**src/pop_queue.sv**
```systemverilog
`default_nettype none

// Two-entry FIFO between front and back.
module pop_queue #(
  parameter int DATA_W = 12
) (
  input  wire logic              clk,
  input  wire logic              rst,
  input  wire logic              push,
  input  wire logic [DATA_W-1:0] push_data,
  output logic                   space,
  input  wire logic              pop,
  output logic [DATA_W-1:0]      pop_data,
  output logic                   not_empty
);

  logic [DATA_W-1:0] entry [2];
  logic              wr_ptr;
  logic              rd_ptr;
  logic [1:0]        count;

  assign space     = (count != 2'd2);
  assign not_empty = (count != 2'd0);
  assign pop_data  = entry[rd_ptr];

  always_ff @(posedge clk) begin
    if (push) begin
      entry[wr_ptr] <= push_data;
    end
  end

  always_ff @(posedge clk) begin
    if (rst) begin
      wr_ptr <= 1'b0;
      rd_ptr <= 1'b0;
      count  <= 2'd0;
    end else begin
      if (push) begin
        wr_ptr <= ~wr_ptr;
      end
      if (pop) begin
        rd_ptr <= ~rd_ptr;
      end
      case ({push, pop})
        2'b10:   count <= count + 2'd1;
        2'b01:   count <= count - 2'd1;
        default: count <= count;
      endcase
    end
  end

endmodule

`default_nettype wire

```
**config.mk**
```make
export PLATFORM = sky130hd
export DESIGN_NAME = pop_queue
export DESIGN_NICKNAME = d
export VERILOG_FILES = /design/src/pop_queue.sv
export SDC_FILE = /design/constraint.sdc
export NUM_CORES = 1
export LEC_CHECK = 0
export BUFFER_PORTS_ARGS = -buffer_cell sky130_fd_sc_hd__buf_2
export CAP_MARGIN = 10
export CORE_MARGIN = 4
export CORE_UTILIZATION = 47
export CTS_BUF_LIST = sky130_fd_sc_hd__clkbuf_4
export DETAILED_ROUTE_END_ITERATION = 16
export PLACE_DENSITY = 0.85
export SETUP_SLACK_MARGIN = 0.02
export SLEW_MARGIN = 15
export SYNTH_ARGS = -nofsm -noshare
export SYNTH_HDL_FRONTEND = slang
export SYNTH_SLANG_ARGS = --single-unit
```
**constraint.sdc**
```tcl
create_clock -name clk -period 1.3 [get_ports clk]
set_input_delay 0.065 -clock clk [delete_from_list [all_inputs] [get_ports clk]]
set_output_delay 0.065 -clock clk [all_outputs]
set_load 0.01 [all_outputs]
```
==> results of run 1 <==
through the flow:
step	hold slack, ns	setup slack, ns	util [%]
finish	0.01467	-0.03262	77.55
global route	0.03038	-0.07551	77.55
CTS	0.007400	-0.03980	77.55
detailed placement	0.2570	0.1531	61.59
global placement	0.2550	0.2090	61.59
floorplan	0.1341	0.06019	-
worst min path at each step:
stage                 start           to  cells after the start
2_1_floorplan           rst     count[1]                      1
3_3_place_gp   push_data[0]  entry[0][0]                      1
3_5_place_dp   push_data[8]  entry[0][8]                      1
4_1_cts                push       wr_ptr                      3
5_1_grt                push       wr_ptr                      3
6_report               push       wr_ptr                      3
layout make-up:
| class | count | area, um^2 |
|---|---|---|
| Sequential cell | 29 | 824.5 |
| Tap cell | 27 | 33.78 |
| Fill cell | 134 | 462.9 |
| Clock buffer | 8 | 60.06 |
| Timing Repair Buffer | 47 | 399.1 |
| Inverter | 1 | 3.754 |
| Multi-Input combinational cell | 28 | 277.8 |
worst max-delay path, cell delays in order (launching register included):
cell     delay, ns
dfxtp_4       0.37
buf_4         0.12
mux2_2        0.34
buf_6         0.12
where the power goes:
part / switching (mW) / total [mW] / internal (mW)
combinational: 0.152 / 0.387 / 0.235
clock: 0.276 / 0.554 / 0.278
sequential: 0.0327 / 1.11 / 1.08
timing repair:
action,4_1_cts,5_1_grt
hold buffers,13,0
resized for setup,28,0
endpoints found under the hold margin,29,0
buffers inserted,1,0
endpoints found under the setup margin,12,12
state kept, by name, summed over array words and instances, names as in the netlist, named ones only:
register,flops
count,2
wr_ptr,1
rd_ptr,1
entry,24
cells by family after synthesis:
| group | Yosys count | synth area share (%) |
|---|---|---|
| flops | 29 | 77.00 |
| xor+xnor | 4 | 3.287 |
| compound gates | 2 | 0.9381 |
| fa+ha+maj | 1 | 1.174 |
| buf+inv | 2 | 0.8208 |
| mux | 12 | 12.68 |
| simple gates | 9 | 4.110 |
routing by layer:
metal  part of all wire [%]  up-vias
met3                    6.8        6
met1                     34      318
li1                       -      326
met2                     57       28
met4                    2.0        0
met5                      0        -
layout by cell type, fill, tap and decap left out:
cell type      Yosys  final
a21oi_1            1      1
and2_1             1      1
buf_2              1     17
buf_4              0      3
buf_6              0     13
buf_8              0      1
clkbuf_4           0      8
dfxtp_1            5      4
dfxtp_4            0      1
dlygate4sd3_1      0     13
edfxtp_1          24     24
ha_1               1      1
inv_1              1      1
mux2_2             2      1
mux2_4             0     11
nand2b_1           1      1
nor2_1             5      5
o21ai_0            1      1
or2_1              1      1
or3_1              1      1
xnor2_1            3      3
xor2_1             1      1
==> impl_metrics.ini, run 1 <==
[outcome]
status = finished, violations left
violations = negative setup slack

[sta]
slew_headroom_pct = 84.85
tightestPinTransition_ns = 0.2257
finalWorstSetupSlack_ns = -0.03262
finalHoldViolations = 0
fin_crit_ns = 1.333
rsz0062_at_grt = true
tns_ns = -0.1842
setup_viol = 9
finalMaxSlewViolations = 0
max_freq_mhz = 750.4
finalCritPeriodShare_pct = 102.5
finClkSkew_ns = 0.008313

[cts]
cts_tree = yes
clock_path_buffers = 2
clk-insertion-delay-late_ns = 0.32
clock_sinks = 29
cts_htree_levels = 2
path_clk_slew_ns = 0.09
cts_buffers = 5
cts-root-buf = clkbuf_4

[yosys]
synth_cells = 59
async_reset_ff_share_pct = 0
synth_fp_nets = 76
synth_edf_count = 24
synth_cell_types = 16
synth_area_per_cell_um2 = 18.07
synth_top_area_cell = edfxtp_1
ys_seq_area_share_pct = 77.00
synth_area_mm2 = 0.001066
netlist_top_cells_count = edfxtp_1 (24), mux2_1 (10), dfxtp_1 (5), nor2_1 (5), xnor2_1 (3)
yosys-top-cells-area = edfxtp_1 (68%), mux2_1 (11%), dfxtp_1 (9.4%), xnor2_1 (2.5%), mux2_2 (2.1%)
synth-seq-cells = 29
synthFlopType = edfxtp_1
synth_top_area_share_pct = 67.61
ys_warn_count = 0
yosysMostFrequentCell = edfxtp_1

[hold_path]
min_path_type = in2reg

[global_routing]
grt_usage_pct = 15.78
use_met2_pct = 30.57
grt_pass1_wl_mm = 3.484
met3_usage_pct = 5.568
overflow = 0
antenna_found_initial = 0
grt_max_degree = 13
grt_pass1_vias = 756
grt_util_met1_pct = 13.77
grt_busiest_layer = met2

[die]
top_level_ports = 30
initial_core_util_pct = 51.70
fp.dieW_um = 55.63
std_cell_rows = 16
die_area_mm2 = 0.003094
die_h_um = 55.63
coreArea_mm2 = 0.002062

[layout]
final_area_mm2 = 0.001599
area_growth_pct = 50.00
n_antenna_cell = 0
nets = 129
layout.cells.non_filler = 140
drive_gt1_share_pct = 48.67

[place]
dp_cells = 118
post_dp_cell_area_mm2 = 0.001270
dp_hpwl_mm = 1.248
place.gp.congestion = 0.6790
port_buffers = 29

[drt]
vias = 678
wl_mm = 2.143
ant_nets = 0
first_pass_iters = 4
drt_iter0_markers = 18
avgRoutedWirePerCell_um = 15.31
route.detailed.drc = 0
avgViaCountPerCell = 4.843

[power]
power_leakage_nw = 0.6566
fin_total_pwr_mw = 2.049
irDropWorstVdd_mv = 0.8948
p_per_area_mw_per_mm2 = 1281

[setup_path]
rrSetupSlack_ns = 0.25
cp.required_ns = 1.24
cp-endpoint = pop_data[1]
worstPathMaxFanout = 3
r2r-end = count[1]
crit_type = reg2out
cp-end-kind = output pin
rr_startpoint = count[0]
start_kind = register
reg2reg_depth = 3
worstPathArrival_ns = 1.27

[run]
maxCapViolCount = 0
Note: power is estimated with default switching activity, not from simulation.
==> run 2: changes to the inputs <==
CTS_BUF_LIST = sky130_fd_sc_hd__clkbuf_8   (was sky130_fd_sc_hd__clkbuf_4)
==> impl_metrics.ini, run 2 (synthesized netlist as in run 1, its figures left out) <==
[layout]
layout.cells.non_filler = 139
final_area_mm2 = 0.001590
regArea_um2 = 824.5
drive_gt1_share_pct = 46.43
nets = 128
area_growth_pct = 49.18
nFillCells = 127
n_antenna_cell = 0
regMostFlops = entry
multi_input_area_um2 = 277.8
final_common_cell = edfxtp_1
largest_reg_flops = 24
final_cell_mix = edfxtp_1 (24), buf_2 (20), dlygate4sd3_1 (12)
reg_top3 = entry (24), count (2)

[setup_path]
cp.required_ns = 1.24
path_buf_inv = 2
worstPathCellList = buf_8, mux2_4, buf_6
rr_startpoint = count[0]
worstSetupPathDepth = 3
start_kind = register
cp_slowest_cell = dfxtp_4
reg2reg_depth = 3
cp-endpoint = pop_data[7]
crit_family = flip-flops
cp-end-kind = output pin
crit_type = reg2out
slowest_delay_ns = 0.37
rrSetupSlack_ns = 0.24
worstPathArrival_ns = 1.21
worstPathMaxFanout = 7
r2r-end = count[1]

[cts]
path_clk_slew_ns = 0.05
cts-root-buf = clkbuf_8
cts_buffers = 5
clk-insertion-delay-late_ns = 0.27
clock_path_buffers = 2
clock_sinks = 29
cts_tree = yes
cts_htree_levels = 2

[place]
dp_cells = 118
place.gp.congestion = 0.6790
port_buffers = 29
pre_cts_ws_ns = 0.1531
dp_hpwl_mm = 1.248
post_dp_cell_area_mm2 = 0.001270

[drt]
vias = 650
route.detailed.drc = 0
wl_mm = 1.941
drt_iter0_markers = 11
avgRoutedWirePerCell_um = 13.96
ant_nets = 0
first_pass_iters = 4
avgViaCountPerCell = 4.676

[outcome]
status = completed

[power]
power_leakage_nw = 0.6612
fin_total_pwr_mw = 2.126
p_per_area_mw_per_mm2 = 1337
irDropWorstVdd_mv = 0.9619

[sta]
setup_viol = 0
finalWorstSetupSlack_ns = 0.02599
finalMaxSlewViolations = 0
slew_headroom_pct = 86.82
finClkSkew_ns = 0.004218
finalHoldViolations = 0
fin_crit_ns = 1.274
finalCritPeriodShare_pct = 98.00
rsz0062_at_grt = true
tightestPinTransition_ns = 0.1963
max_freq_mhz = 784.9

[die]
std_cell_rows = 16
die_h_um = 55.63
top_level_ports = 30
coreArea_mm2 = 0.002062
fp.dieW_um = 55.63
die_area_mm2 = 0.003094
initial_core_util_pct = 51.70

[hold_path]
min_path_type = in2reg
hold_depth = 2

[run]
maxCapViolCount = 0

[global_routing]
grt_usage_pct = 14.22
grt_max_degree = 13
grt_util_met1_pct = 14.59
grt_pass1_vias = 730
use_met2_pct = 25.17
met3_usage_pct = 5.104
grt_pass1_wl_mm = 3.236
antenna_found_initial = 0
overflow = 0
grt_busiest_layer = met2
run 2: changes by cell type in the layout (fill, tap and decap cells not counted), sizes merged:
cell / before / now
clkbuf: 8 / 5
dlygate4sd3: 13 / 12
inv: 1 / 4
run 2: what timing repair did:
item,CTS,global route
gates resized for setup,14,11
setup buffers,1,0
hold buffers,12,0
setup endpoints to repair,10,11
hold endpoints to repair,24,0
run 2: power by group:
group | internal, mW | total [mW] | leakage (nW) | switching [mW]
registers | 1.08 | 1.11 | 0.267 | 0.0314
clock network | 0.355 | 0.650 | 0.0519 | 0.295
logic | 0.222 | 0.367 | 0.342 | 0.145
total | 1.65 | 2.13 | 0.661 | 0.472
run 2: cell type report:
type                            count  share of cell area, %
Clock buffer                        5                  4.327
Sequential cell                    29                  51.85
Timing Repair Buffer               46                  23.29
Multi-Input combinational cell     28                  17.47
Tap cell                           27                  2.124
Clock inverter                      3                 0.7081
Inverter                            1                 0.2360
run 2: worst min-delay path by stage:
stage | startpoint | endpoint | slack, ns
3_3_place_gp | push_data[0] | entry[0][0] | 0.25
3_5_place_dp | push_data[8] | entry[0][8] | 0.26
5_1_grt | rst | register | 0.03
6_report | rst | register | 0.02
2_1_floorplan | rst | count[1] | 0.13
4_1_cts | rst | count[1] | 0.01
run 2: routing by layer:
metal  wire length, um  up-vias
met3               158        3
met5                 0        -
met1               722      294
met4                23        0
met2              1035       31
li1                  -      322
run 2: per-stage QoR:
stage | hold slack, ns | TNS, ns | util, %
2_1_floorplan | 0.1341 | 0 | -
3_3_place_gp | 0.2550 | 0 | 61.59
3_5_place_dp | 0.2570 | 0 | 61.59
4_1_cts | 0.01062 | -0.01509 | 74.64
5_1_grt | 0.02607 | -0.05763 | 77.12
6_report | 0.02299 | 0 | 77.12
